$ cat config.mk
export PLATFORM = sky130hd
export DESIGN_NAME = keyword_detection_qualifier
export DESIGN_NICKNAME = d
export VERILOG_FILES = /design/src/rtl/core/kdq_pkg.sv /design/src/rtl/core/kdq_queue.sv /design/src/rtl/core/kdq_front.sv /design/src/rtl/core/kdq_back.sv /design/src/rtl/core/keyword_detection_qualifier.sv
export SDC_FILE = /design/constraint.sdc
export NUM_CORES = 1
export LEC_CHECK = 0
export BUFFER_PORTS_ARGS = -buffer_cell sky130_fd_sc_hd__buf_2
export CORE_ASPECT_RATIO = 0.75
export CORE_UTILIZATION = 35
export CTS_CLUSTER_SIZE = 20
export DETAILED_ROUTE_END_ITERATION = 16
export REMOVE_ABC_BUFFERS = 1
export SLEW_MARGIN = 0
export SYNTH_ARGS = -nofsm -noshare
export SYNTH_HDL_FRONTEND = slang
export SYNTH_SLANG_ARGS = --single-unit
$ cat constraint.sdc
create_clock -name clk -period 27.2 [get_ports clk]
set_clock_uncertainty 0.1 [all_clocks]
set_input_delay 2.72 -clock clk [delete_from_list [all_inputs] [get_ports clk]]
set_output_delay 2.72 -clock clk [all_outputs]
set_load 0.02 [all_outputs]
$ cat src/rtl/core/kdq_pkg.sv
// Package for the keyword detection qualifier: field widths, register map,
// verdict kinds and the structs passed between the front, queue and back.
// No dependencies.
package kdq_pkg;

  localparam int CLASS_W    = 4;
  localparam int PROB_W     = 16;
  localparam int WEIGHT_W   = 17;
  localparam int LEN_W      = 8;
  localparam int COUNT_W    = 9;
  localparam int CFG_ADDR_W = 5;
  localparam int CFG_DATA_W = 32;
  localparam int IN_DATA_W  = 24;
  localparam int OUT_DATA_W = 24;

  // Q0.16 one and rounding half
  localparam logic [WEIGHT_W-1:0] Q16_ONE    = 17'h10000;
  localparam logic [PROB_W-1:0]   ROUND_HALF = 16'h8000;

  // Register reset values
  localparam logic [WEIGHT_W-1:0] EMA_WEIGHT_RST    = 17'd19661;
  localparam logic [PROB_W-1:0]   THRESHOLD_RST     = 16'd52429;
  localparam logic [LEN_W-1:0]    RUN_LENGTH_RST    = 8'd10;
  localparam logic [LEN_W-1:0]    HOLDOFF_RST       = 8'd10;
  localparam logic [CLASS_W-1:0]  OTHER_INDEX_RST   = 4'd0;
  localparam logic [CLASS_W-1:0]  SILENCE_INDEX_RST = 4'd1;

  // Register map, word index into the APB space
  typedef enum logic [2:0] {
    REG_EMA_WEIGHT     = 3'd0,
    REG_DETECT_THRESH  = 3'd1,
    REG_RUN_LENGTH     = 3'd2,
    REG_HOLDOFF_LENGTH = 3'd3,
    REG_OTHER_INDEX    = 3'd4,
    REG_SILENCE_INDEX  = 3'd5
  } reg_idx_t;

  // What the front decided about a verdict
  typedef enum logic [1:0] {
    KIND_IGNORE   = 2'd0,
    KIND_NEW_RUN  = 2'd1,
    KIND_CONTINUE = 2'd2
  } verdict_kind_t;

  typedef struct packed {
    verdict_kind_t        kind;
    logic [CLASS_W-1:0]   cls;
    logic [PROB_W-1:0]    prob;
  } verdict_t;

  typedef struct packed {
    logic [WEIGHT_W-1:0]  ema_weight;
    logic [PROB_W-1:0]    detect_threshold;
    logic [LEN_W-1:0]     run_length;
    logic [LEN_W-1:0]     holdoff_length;
    logic [CLASS_W-1:0]   other_index;
    logic [CLASS_W-1:0]   silence_index;
  } cfg_t;

  typedef struct packed {
    logic                 detected;
    logic [CLASS_W-1:0]   cls;
    logic [PROB_W-1:0]    avg;
  } result_t;

endpackage

$ cat src/rtl/core/kdq_queue.sv
// Short verdict queue between the classifying front and the filter back.
// Depends on kdq_pkg (verdict_t).
module kdq_queue #(
  parameter int DEPTH = 4
) (
  input  logic              clk,
  input  logic              rst_n,
  input  logic              push,
  input  kdq_pkg::verdict_t push_data,
  output logic              full,
  input  logic              pop,
  output logic              head_valid,
  output kdq_pkg::verdict_t head_data
);
  import kdq_pkg::*;

  localparam int IDX_W = (DEPTH > 1) ? $clog2(DEPTH) : 1;
  localparam int CNT_W = $clog2(DEPTH + 1);

  verdict_t           mem_r [DEPTH];
  logic [IDX_W-1:0]   wr_ptr_r, wr_ptr_nxt;
  logic [IDX_W-1:0]   rd_ptr_r, rd_ptr_nxt;
  logic [CNT_W-1:0]   count_r, count_nxt;

  // Pointer advance with wrap at the depth
  always_comb begin
    wr_ptr_nxt = wr_ptr_r;
    rd_ptr_nxt = rd_ptr_r;
    count_nxt  = count_r;
    if (push) begin
      wr_ptr_nxt = (wr_ptr_r == IDX_W'(DEPTH - 1)) ? '0 : wr_ptr_r + 1'b1;
    end
    if (pop) begin
      rd_ptr_nxt = (rd_ptr_r == IDX_W'(DEPTH - 1)) ? '0 : rd_ptr_r + 1'b1;
    end
    if (push && !pop) begin
      count_nxt = count_r + 1'b1;
    end else if (!push && pop) begin
      count_nxt = count_r - 1'b1;
    end
  end

  always_ff @(posedge clk) begin
    if (!rst_n) begin
      wr_ptr_r <= '0;
      rd_ptr_r <= '0;
      count_r  <= '0;
    end else begin
      wr_ptr_r <= wr_ptr_nxt;
      rd_ptr_r <= rd_ptr_nxt;
      count_r  <= count_nxt;
    end
  end

  // Storage, no reset needed
  always_ff @(posedge clk) begin
    if (push) begin
      mem_r[wr_ptr_r] <= push_data;
    end
  end

  assign full       = (count_r == CNT_W'(DEPTH));
  assign head_valid = (count_r != '0);
  assign head_data  = mem_r[rd_ptr_r];

endmodule

$ cat src/rtl/core/kdq_front.sv
// Front of the qualifier: accepts verdicts and tags each one as ignored,
// start of a new run or continuation of the current run.
// Depends on kdq_pkg (verdict_t, verdict_kind_t).
module kdq_front (
  input  logic                         clk,
  input  logic                         rst_n,
  input  logic                         in_valid,
  output logic                         in_ready,
  input  logic [kdq_pkg::CLASS_W-1:0]  in_cls,
  input  logic [kdq_pkg::PROB_W-1:0]   in_prob,
  input  logic [kdq_pkg::CLASS_W-1:0]  other_index,
  input  logic [kdq_pkg::CLASS_W-1:0]  silence_index,
  input  logic                         queue_full,
  output logic                         push,
  output kdq_pkg::verdict_t            push_data
);
  import kdq_pkg::*;

  logic [CLASS_W-1:0] prev_class_r, prev_class_nxt;
  logic               ignored;

  assign in_ready = !queue_full;
  assign push     = in_valid && in_ready;
  assign ignored  = (in_cls == other_index) || (in_cls == silence_index);

  // Classify; the last non-ignored class marks run boundaries
  always_comb begin
    prev_class_nxt  = prev_class_r;
    push_data.cls   = in_cls;
    push_data.prob  = in_prob;
    if (ignored) begin
      push_data.kind = KIND_IGNORE;
    end else if (in_cls != prev_class_r) begin
      push_data.kind = KIND_NEW_RUN;
      prev_class_nxt = in_cls;
    end else begin
      push_data.kind = KIND_CONTINUE;
    end
  end

  always_ff @(posedge clk) begin
    if (!rst_n) begin
      prev_class_r <= '0;
    end else if (push) begin
      prev_class_r <= prev_class_nxt;
    end
  end

endmodule

$ cat src/rtl/core/kdq_back.sv
// Back of the qualifier: run counter, Q0.16 moving average, detection
// decision and the output register. Depends on kdq_pkg.
module kdq_back (
  input  logic              clk,
  input  logic              rst_n,
  input  kdq_pkg::cfg_t     cfg,
  input  logic              head_valid,
  input  kdq_pkg::verdict_t head_data,
  output logic              pop,
  output logic              out_valid,
  input  logic              out_ready,
  output kdq_pkg::result_t  out_result
);
  import kdq_pkg::*;

  logic signed [COUNT_W-1:0]   run_count_r, run_count_nxt;
  logic [PROB_W-1:0]           avg_r, avg_nxt;
  logic                        out_valid_r;
  result_t                     result_r, result_nxt;

  logic [PROB_W-1:0]           avg_base;
  logic signed [COUNT_W-1:0]   count_base;
  logic signed [COUNT_W:0]     count_inc;
  logic signed [COUNT_W:0]     run_len_s;
  logic signed [COUNT_W:0]     count_sat;
  logic [WEIGHT_W-1:0]         weight;
  logic signed [PROB_W:0]      diff;
  logic signed [WEIGHT_W+PROB_W+1:0] prod;
  logic signed [WEIGHT_W+PROB_W+2:0] acc;
  logic [PROB_W-1:0]           blended;
  logic                        hit;

  assign pop = head_valid && (!out_valid_r || out_ready);

  // Average update as avg + w*(p - avg): one multiplier, rounded half up
  always_comb begin
    avg_base   = (head_data.kind == KIND_NEW_RUN) ? '0 : avg_r;
    count_base = (head_data.kind == KIND_NEW_RUN) ? '0 : run_count_r;
    weight     = (cfg.ema_weight > Q16_ONE) ? Q16_ONE : cfg.ema_weight;
    diff       = $signed({1'b0, head_data.prob}) - $signed({1'b0, avg_base});
    prod       = $signed({1'b0, weight}) * diff;
    acc        = $signed({3'b000, avg_base, 16'h0000}) + (WEIGHT_W+PROB_W+3)'(prod)
                 + $signed({20'h00000, ROUND_HALF});
    blended    = acc[PROB_W+15:16];
  end

  // Run count with saturation at the run length
  always_comb begin
    count_inc = (COUNT_W+1)'(count_base) + (COUNT_W+1)'(1);
    run_len_s = $signed({2'b00, cfg.run_length});
    count_sat = (count_inc > run_len_s) ? run_len_s : count_inc;
    hit       = (count_sat >= run_len_s) && (blended >= cfg.detect_threshold);
  end

  // Next state and next result
  always_comb begin
    run_count_nxt = run_count_r;
    avg_nxt       = avg_r;
    result_nxt    = '0;
    case (head_data.kind)
      KIND_IGNORE: begin
        run_count_nxt = '0;
        avg_nxt       = '0;
      end
      KIND_NEW_RUN, KIND_CONTINUE: begin
        if (hit) begin
          run_count_nxt       = -$signed({1'b0, cfg.holdoff_length});
          avg_nxt             = '0;
          result_nxt.detected = 1'b1;
          result_nxt.cls      = head_data.cls;
          result_nxt.avg      = blended;
        end else begin
          run_count_nxt = count_sat[COUNT_W-1:0];
          avg_nxt       = blended;
        end
      end
      default: begin
        run_count_nxt = run_count_r;
        avg_nxt       = avg_r;
      end
    endcase
  end

  always_ff @(posedge clk) begin
    if (!rst_n) begin
      run_count_r <= '0;
      avg_r       <= '0;
      out_valid_r <= 1'b0;
    end else begin
      if (pop) begin
        run_count_r <= run_count_nxt;
        avg_r       <= avg_nxt;
        out_valid_r <= 1'b1;
      end else if (out_ready) begin
        out_valid_r <= 1'b0;
      end
    end
  end

  // Result payload
  always_ff @(posedge clk) begin
    if (pop) begin
      result_r <= result_nxt;
    end
  end

  assign out_valid  = out_valid_r;
  assign out_result = result_r;

endmodule

$ cat src/rtl/core/keyword_detection_qualifier.sv
// Keyword detection qualifier top level: APB register file, front, queue, back.
// Depends on kdq_pkg, kdq_front, kdq_queue, kdq_back.
//
// Takes one classifier verdict per cycle while the queue is not full and
// returns exactly one result per verdict, in order. An accepted verdict is
// tagged by the front and written to the queue. The back reads it from the
// queue head once the output register is free or being taken, updates the run
// count and moving average, and loads the output register, which drives
// out_tvalid. Sustained rate is one verdict per cycle while out_tready stays
// high, set by the average update in the back (one 17x17 multiply feeding its
// own register). The queue of QUEUE_DEPTH entries absorbs stalls on the result
// side; in_tready drops only when it is full. The user must write registers
// only while no verdict is in flight; the block does not enforce this.
module keyword_detection_qualifier #(
  parameter int QUEUE_DEPTH = 4
) (
  input  logic                           clk,
  input  logic                           rst_n,
  // in_tdata: [3:0] class index, [19:4] class probability, [23:20] zero
  input  logic                           in_tvalid,
  output logic                           in_tready,
  input  logic [kdq_pkg::IN_DATA_W-1:0]  in_tdata,
  // out_tdata: [3:0] detected_class, [19:4] average_probability, [23:20] zero
  // out_tuser: [0] detected
  output logic                           out_tvalid,
  input  logic                           out_tready,
  output logic [kdq_pkg::OUT_DATA_W-1:0] out_tdata,
  output logic                           out_tuser,
  input  logic                           cfg_psel,
  input  logic                           cfg_penable,
  input  logic                           cfg_pwrite,
  input  logic [kdq_pkg::CFG_ADDR_W-1:0] cfg_paddr,
  input  logic [kdq_pkg::CFG_DATA_W-1:0] cfg_pwdata,
  output logic [kdq_pkg::CFG_DATA_W-1:0] cfg_prdata,
  output logic                           cfg_pready
);
  import kdq_pkg::*;

  cfg_t      cfg_r;
  logic      cfg_wr;
  reg_idx_t  cfg_idx;

  logic      push, queue_full, pop, head_valid;
  verdict_t  push_data, head_data;
  result_t   result;

  // Register file
  assign cfg_pready = 1'b1;
  assign cfg_wr     = cfg_psel && cfg_penable && cfg_pwrite && cfg_pready;
  assign cfg_idx    = reg_idx_t'(cfg_paddr[4:2]);

  always_ff @(posedge clk) begin
    if (!rst_n) begin
      cfg_r.ema_weight       <= EMA_WEIGHT_RST;
      cfg_r.detect_threshold <= THRESHOLD_RST;
      cfg_r.run_length       <= RUN_LENGTH_RST;
      cfg_r.holdoff_length   <= HOLDOFF_RST;
      cfg_r.other_index      <= OTHER_INDEX_RST;
      cfg_r.silence_index    <= SILENCE_INDEX_RST;
    end else if (cfg_wr) begin
      case (cfg_idx)
        REG_EMA_WEIGHT:     cfg_r.ema_weight       <= cfg_pwdata[WEIGHT_W-1:0];
        REG_DETECT_THRESH:  cfg_r.detect_threshold <= cfg_pwdata[PROB_W-1:0];
        REG_RUN_LENGTH:     cfg_r.run_length       <= cfg_pwdata[LEN_W-1:0];
        REG_HOLDOFF_LENGTH: cfg_r.holdoff_length   <= cfg_pwdata[LEN_W-1:0];
        REG_OTHER_INDEX:    cfg_r.other_index      <= cfg_pwdata[CLASS_W-1:0];
        REG_SILENCE_INDEX:  cfg_r.silence_index    <= cfg_pwdata[CLASS_W-1:0];
        default: ;
      endcase
    end
  end

  // Register read back
  always_comb begin
    case (cfg_idx)
      REG_EMA_WEIGHT:     cfg_prdata = CFG_DATA_W'(cfg_r.ema_weight);
      REG_DETECT_THRESH:  cfg_prdata = CFG_DATA_W'(cfg_r.detect_threshold);
      REG_RUN_LENGTH:     cfg_prdata = CFG_DATA_W'(cfg_r.run_length);
      REG_HOLDOFF_LENGTH: cfg_prdata = CFG_DATA_W'(cfg_r.holdoff_length);
      REG_OTHER_INDEX:    cfg_prdata = CFG_DATA_W'(cfg_r.other_index);
      REG_SILENCE_INDEX:  cfg_prdata = CFG_DATA_W'(cfg_r.silence_index);
      default:            cfg_prdata = '0;
    endcase
  end

  kdq_front u_front (
    .clk           (clk),
    .rst_n         (rst_n),
    .in_valid      (in_tvalid),
    .in_ready      (in_tready),
    .in_cls        (in_tdata[CLASS_W-1:0]),
    .in_prob       (in_tdata[CLASS_W+PROB_W-1:CLASS_W]),
    .other_index   (cfg_r.other_index),
    .silence_index (cfg_r.silence_index),
    .queue_full    (queue_full),
    .push          (push),
    .push_data     (push_data)
  );

  kdq_queue #(
    .DEPTH (QUEUE_DEPTH)
  ) u_queue (
    .clk        (clk),
    .rst_n      (rst_n),
    .push       (push),
    .push_data  (push_data),
    .full       (queue_full),
    .pop        (pop),
    .head_valid (head_valid),
    .head_data  (head_data)
  );

  kdq_back u_back (
    .clk        (clk),
    .rst_n      (rst_n),
    .cfg        (cfg_r),
    .head_valid (head_valid),
    .head_data  (head_data),
    .pop        (pop),
    .out_valid  (out_tvalid),
    .out_ready  (out_tready),
    .out_result (result)
  );

  assign out_tuser = result.detected;
  assign out_tdata = {(OUT_DATA_W-CLASS_W-PROB_W)'(0), result.avg, result.cls};

endmodule

# Yosys cells after proc, flatten, opt, wreduce, memory -nomap -nowiden
# Memories as Yosys holds them, arrays and structs flattened. A register that Yosys moved wholly into a read port is not among the register bits.
# Cells that the tools add are included.
# word_totals
ff_bits,115
latchBits,0
mem_bits_rw,88
romBits,0
in_bits,68
output_inout_bits,60
wordCells,96
n_memories,1
# classes
n_addsub,9
mul,1
n_div,0
order_cmp,4
eq_ne,13
n_shift,0
n_mux,22
n_bitwise,1
reduce_logical,29
# mem_list
memory,words,width,rd,rd_ports_with_merged_regs,wr,line,rtl
u_queue.mem_r,4,22,1,1,1,kdq_queue.sv:20,verdict_t mem_r [DEPTH];
# op_table
op,n
one-hot mux 17 bit (6 select lines),1
"adder 32 x 17 -> 32 bit, second input constant",1
adder 32 bit,1
multiplier 18 x 17 -> 32 bit,1
2-to-1 mux 16 bit,2
one-hot mux 16 bit (2 select lines),1
2-to-1 mux 21 bit,1
2-to-1 mux 9 bit,2
one-hot mux 9 bit (2 select lines),1
"greater-than comparator 17 bit, second input constant",1
2-to-1 mux 17 bit,1
subtractor 16 x 16 -> 17 bit,1
>= comparator 16 bit,1
AND reduction 2 bit,8
2-to-1 mux 2 bit,6
"adder 9 x 2 -> 10 bit, second input constant",1
>= comparator 10 x 9 -> 1 bit,1
greater-than comparator 10 x 9 -> 1 bit,1
2-to-1 mux 10 bit,1
"equality test 3 bit, second input constant",3
negator 8 -> 9 bit,1
equality test 4 bit,2
logical AND 1 bit,7
"equality test 2 bit, second input constant",3
18 further kinds,30

# Depth between registers and ports, before layout
# Gate-level depths: netlist of the first run.
# depth
ltp_word,10
mapped_depth,51
mapped_depth_nobuf,46

# By module
# A second synthesis of the first run with hierarchy kept.
# hier_totals
cells_unflattened,2081
area_unflattened_um2,20464.6
# by_module_without_submodules
module,n_inst,cells_each,area_per_inst_um2,seq_area_each_um2
kdq_back,1,1565,13556.8,1151.1
kdq_queue,1,158,3637.2,2822.7
keyword_detection_qualifier,1,299,2768.9,1141.1
kdq_front,1,59,501.7,80.1

# Worst setup path before layout of the first run
# No wires, ideal clock.
# synth_timing
path_type,register to register
start,register with a tool-made name
end,register u_back.avg_r[14]
setup_time_ns,0.117
arrival_ns,11.620
required_ns,26.983
path_slack_ns,15.363
stages_incl_launch_ff,47
n_path_buf,6
period_less_slack_ns,11.837
path_cell_list,dfxtp_1 -> buf_1 -> mux4_2 -> ha_1 -> inv_1 -> clkbuf_1 -> clkbuf_1 -> nand2_1 -> ha_1 -> o21a_1 -> o31a_1 -> o311a_1 -> or3_1 -> a21oi_1 -> xnor2_1 -> clkbuf_1 -> nand2_1 -> fa_1 -> (+11 left out) -> nand2_1 -> a21oi_1 -> nor2_1 -> a2111oi_0 -> o31ai_2 -> a21oi_1 -> xnor2_2 -> ha_1 -> nand4_1 -> nor2_1 -> o21ai_0 -> o211ai_1 -> a21oi_1 -> nor4_1 -> nor3_1 -> and2_0 -> buf_2 -> a22o_2
# synth_rtl
element,line,rtl
"end signal, assigned",kdq_back.sv:92,avg_r <= avg_nxt;
"end, declared",kdq_back.sv:17,"logic [PROB_W-1:0] avg_r, avg_nxt;"

==> results.py, run 1 <==
metrics = {
    "outcome": {
        "status": "complete, no violations",
    },
    "timing": {
        "hold_viol_final": 0,
        "slew_headroom_pct": 19.7,
        "tns_ps": 0,
        "setup_viol": 0,
        "fmax_ghz": 0.0724,
        "rsz0062_at_grt": "false",
        "finalCritPeriodShare_pct": 50.8,
        "tightest_slew_ps": 1200,
        "slew_viol_final": 0,
        "fin_crit_ps": 13810,
    },
    "global_routing": {
        "gr-total-overflow": 0,
        "grt_pass1_wl_um": 85400,
        "antenna_found_initial": 1,
        "grt.total_usage_pct": 18.9,
        "grt_max_degree": 81,
        "grt_pass1_vias": 14900,
    },
    "floorplanning": {
        "io_pins": 128,
        "rows": 75,
        "initial_core_util_pct": 35.7,
        "dieArea_um2": 58400,
        "die_w_um": 279,
        "die_height_um": 210,
        "core_area_um2": 56300,
    },
    "logic_synthesis": {
        "synth-async-reset-ratio_pct": 0,
        "synth_edf_count": 109,
        "yosysSeqAreaShare_pct": 25.8,
        "avgSynthCellArea_um2": 9.72,
        "syn_inst": 2069,
        "synth_top_area_cell": "fa_1",
        "synthTopCellsByArea": "fa_1 (24%), edfxtp_1 (16%), ha_1 (11%)",
        "ys.flop_type": "edfxtp_1",
        "synth_area_um2": 20100,
        "yosys_warnings": 0,
        "synth_cell_types": 69,
        "ys_seq_elements": 205,
        "synth.top_cell.area_share_pct": 24.0,
    },
    "detailed_routing": {
        "postRouteAntennaNets": 0,
        "drt_iter0_drc": 1156,
        "wl_per_cell_um": 18.8,
        "dr.pass1.iters": 5,
        "drc": 0,
        "routed_wl_um": 54300,
        "viasPerCell": 5.03,
        "vias": 14500,
    },
    "critical_path": {
        "path_buf_inv": 9,
        "worst_path_max_delay_cell": "nor4_1",
        "cp.arrival_ps": 14120,
        "required_ps": 27510,
        "cp-start-kind": "register",
        "end_kind": "register",
        "path_max_fanout": 22,
        "path_class": "register to register",
        "cp_top_family": "adder cells",
        "cpPeakStageDelay_ps": 700,
        "reg2reg_slack_ps": 13390,
    },
    "cells_and_area": {
        "drive_gt1_share_pct": 9.32,
        "fin_nets": 2624,
        "area_delta_synth_final_pct": 10.4,
    },
    "cts": {
        "clk_latency_ps": 530,
        "root_buffer": "clkbuf_16",
        "clk_pin_slew_worst_paths_ps": 60,
        "clock_path_buffers": 3,
        "cts_setup_buffers": 0,
        "numCtsBuffers": 23,
        "post_cts_resize_count": 0,
        "cts.sinks": 205,
        "cts_hold_repair.buffers": 0,
        "cts-htree-levels": 1,
        "cts_tree": "built",
    },
    "placed_design": {
        "io_buffers": 86,
        "place_hpwl_um": 43800,
        "gp_congestion": 0.936,
    },
    "job": {
        "maxCapViolations": 0,
    },
    "worst_hold_path": {
        "hp-class": "register to register",
        "hp-start": "u_back.avg_r[0]$_SDFFE_PN0P_",
    },
}
layer usage:
layer	vias to the layer above	share of wire [%]	wire length [um]	track usage (%)
met1	7260	47	25400	27.8
met2	474	43	23600	28.9
met3	44	8.6	4680	4.35
met5	-	0.20	106	1.32
met4	2	0.98	533	2.31
li1	6754	-	-	-
cell usage in the layout, fill, tap and decap left out, types with 27 or more instances in the layout:
| cell type | count |
|---|---|
| inv_1 | 379 |
| nand2_1 | 282 |
| fa_1 | 241 |
| ha_1 | 175 |
| nor2_1 | 132 |
| edfxtp_1 | 109 |
| dfxtp_1 | 96 |
| buf_2 | 86 |
| nor2b_1 | 61 |
| and2_1 | 58 |
| mux2i_1 | 43 |
| a21oi_1 | 40 |
| xnor2_1 | 40 |
| buf_4 | 31 |
| mux4_2 | 28 |
| o21ai_0 | 27 |
final cells by class:
type                    instances  area [um2]
clock buffers                  33         643
fillers                      5571       34100
well taps                     731         915
repair buffers                117         663
multi-input cells            1413       13200
diodes                          1        2.50
flip-flops and latches        205        5190
clock inverters                 9         186
inverters                     380        1430
tightest hold or removal path, stage by stage (launching register included):
cell      delay [ps]
dfxtp_1          300
nand2_1           40
a21boi_0          60
flip-flops by register name (all words and copies together), names as in the netlist, named ones only:
register,cells
u_back.out_valid,1
u_back.avg_r,16
u_back.out_result,21
u_queue.wr_ptr_r,2
u_back.run_count_r,9
u_queue.rd_ptr_r,2
u_queue.count_r,3
cfg_r,57
u_front.prev_class_r,4
u_queue.mem_r,88
synth_stat cells, drive strengths merged, types with 40 or more instances:
cell      n
edfxtp  109
mux2i    43
dfxtp    96
nor2    132
clkbuf   65
xnor2    45
a21oi    40
nor2b    61
inv     379
fa      241
ha      175
nand2   282
and2     59
worst paths after layout:
| kind | endpoint | cells past startpoint |
|---|---|---|
| worst min register to register | u_back.avg_r[0]$_SDFFE_PN0P_ | 2 |
| worst max register to register | u_back.run_count_r[1]$_SDFFE_PN0P_ | 45 |
| worst min-delay path | u_back.avg_r[0]$_SDFFE_PN0P_ | 2 |
| worst max-delay path | u_back.run_count_r[1]$_SDFFE_PN0P_ | 45 |
cell families (layout without fill, tap and decap cells):
logic type | after synthesis | after routing | share of synthesized area, %
other cells | 2 | 21 | 0.0374
simple gates | 637 | 637 | 14.5
flops | 205 | 205 | 25.8
fa+ha+maj | 416 | 416 | 34.9
compound gates | 194 | 194 | 6.89
buf+inv | 469 | 539 | 9.14
xor+xnor | 70 | 70 | 3.16
mux | 76 | 76 | 5.56
stage by stage:
| step | setup WS [ps] | area [um2] | util [%] | hold slack (ps) | std cells |
|---|---|---|---|---|---|
| 6_report | 13390 | 22200 | 39.4 | 361 | 2889 |
| 5_1_grt | 12710 | 22200 | 39.4 | 378 | 2888 |
| 4_1_cts | 13480 | 22200 | 39.4 | 362 | 2888 |
| 3_5_place_dp | 13560 | 21400 | 37.9 | 346 | 2846 |
| 3_3_place_gp | 13600 | 21400 | 37.9 | 344 | 2846 |
| 2_1_floorplan | 15420 | 19800 | - | 325 | 1998 |
Power of run 1 is left out: the tool's default activity adds up to more than one toggle a clock period on the data nets, which glitch-free logic cannot reach.
==> inputs of run 2 (changes only) <==
Clock period 27.2 ns to 13.4 ns, I/O delays scaled along.
==> results.py, run 2 (synthesis results as in run 1) <==
metrics = {
    "cells_and_area": {
        "n_antenna_cell": 0,
        "area_delta_synth_final_pct": 10.3,
        "final_cell_mix": "inv_1 (379), nand2_1 (282), fa_1 (241)",
        "fin_cells": 2891,
        "largest_reg_flops": 88,
        "drive_gt1_share_pct": 9.72,
        "layout_commonest_cell": "inv_1",
        "fin_nets": 2630,
        "largest_register": "u_queue.mem_r",
    },
    "cts": {
        "clock_path_buffers": 3,
        "numCtsBuffers": 22,
        "cts.sinks": 205,
        "cts-htree-levels": 1,
        "clk_latency_ps": 510,
        "cts_tree": "built",
        "clk_pin_slew_worst_paths_ps": 60,
        "root_buffer": "clkbuf_16",
    },
    "critical_path": {
        "cpMostUsedCell": "fa_1",
        "required_ps": 13740,
        "cpPeakStageDelay_ps": 570,
        "worst_path_max_delay_cell": "a2111oi_0",
        "end_kind": "register",
        "path_class": "register to register",
        "path_max_fanout": 20,
        "cp.arrival_ps": 12860,
        "cp-start-kind": "register",
    },
    "timing": {
        "tns_ps": 0,
        "setup_viol": 0,
        "fin_crit_ps": 12520,
        "slew_headroom_pct": 29.4,
        "fmax_ghz": 0.0799,
        "tightest_slew_ps": 1050,
        "rsz0062_at_grt": "false",
        "finalCritPeriodShare_pct": 93.4,
        "hold_viol_final": 0,
        "slew_viol_final": 0,
    },
    "detailed_routing": {
        "vias": 14700,
        "wl_per_cell_um": 18.8,
        "drc": 0,
        "postRouteAntennaNets": 0,
        "routed_wl_um": 54400,
        "drt_iter0_drc": 1227,
        "dr.pass1.iters": 5,
        "viasPerCell": 5.10,
    },
    "global_routing": {
        "grt_pass1_vias": 14900,
        "grt_max_degree": 81,
        "grt_pass1_wl_um": 85600,
        "gr-total-overflow": 0,
        "antenna_found_initial": 1,
        "grt.total_usage_pct": 18.8,
    },
    "floorplanning": {
        "die_w_um": 279,
        "dieArea_um2": 58400,
        "core_area_um2": 56300,
        "rows": 75,
        "initial_core_util_pct": 35.7,
        "io_pins": 128,
        "die_height_um": 210,
    },
    "job": {
        "maxCapViolations": 0,
    },
    "placed_design": {
        "place_hpwl_um": 43700,
        "dp_cells": 2853,
        "gp_congestion": 0.913,
        "io_buffers": 86,
    },
    "worst_hold_path": {
        "hp-class": "register to register",
    },
    "outcome": {
        "status": "complete, no violations",
    },
}
## run 2: cell count changes in the layout (fill, tap and decap cells not counted), moves of 2 or more
cell	change
buf_4	+7
clkbuf_1	-4
clkinv_2	+4
bufinv_16	-2
clkbuf_8	-2
## run 2: metrics by stage
step	util (%)	hold slack (ps)	setup slack [ps]	area, um2
floorplan	-	325	1620	19800
global placement	38.0	345	704	21400
detailed placement	38.0	354	504	21400
CTS	39.3	365	448	22200
global route	39.4	391	193	22200
finish	39.4	362	880	22200
## run 2: repair_timing
action | in CTS | in global routing
endpoints found under the hold margin | 0 | 0
setup endpoints to repair | 0 | 32
hold buffers | 0 | 0
gates resized for setup | 0 | 4
setup buffers | 0 | 0
## run 2: final cells by class
class                           count  area, um2
Timing Repair Buffer              124        716
Sequential cell                   205       5190
Clock buffer                       28        626
Multi-Input combinational cell   1413      13200
Tap cell                          731        915
Fill cell                        5611      34100
Inverter                          380       1430
Clock inverter                     10        125
## run 2: worst paths after layout
path	start	to	slack [ps]	cells after the start
worst max register to register	register	u_back.run_count_r[7]$_SDFFE_PN0P_	880	42
worst min-delay path	u_back.avg_r[0]$_SDFFE_PN0P_	u_back.avg_r[0]$_SDFFE_PN0P_	360	2
worst min register to register	u_back.avg_r[0]$_SDFFE_PN0P_	u_back.avg_r[0]$_SDFFE_PN0P_	360	2
worst max-delay path	register	u_back.run_count_r[7]$_SDFFE_PN0P_	880	42
## run 2: routing by layer
| layer | global-route usage (%) | part of all wire, % | up-vias | wire length, um |
|---|---|---|---|---|
| li1 | - | - | 6746 | - |
| met1 | 28.5 | 47 | 7435 | 25600 |
| met2 | 28.7 | 43 | 512 | 23600 |
| met3 | 3.09 | 8.4 | 45 | 4560 |
| met4 | 2.67 | 1.2 | 0 | 643 |
| met5 | 0 | 0 | - | 0 |
## run 2: worst max-delay path: cells and delay by family, from the launching register on
kind	cells	cell delay, ps
xor+xnor	2	430
buf+inv	6	1100
mux	1	540
simple gates	10	2240
flops	1	390
compound gates	13	3080
fa+ha+maj	10	4530
Power of run 2 is left out for the same reason.
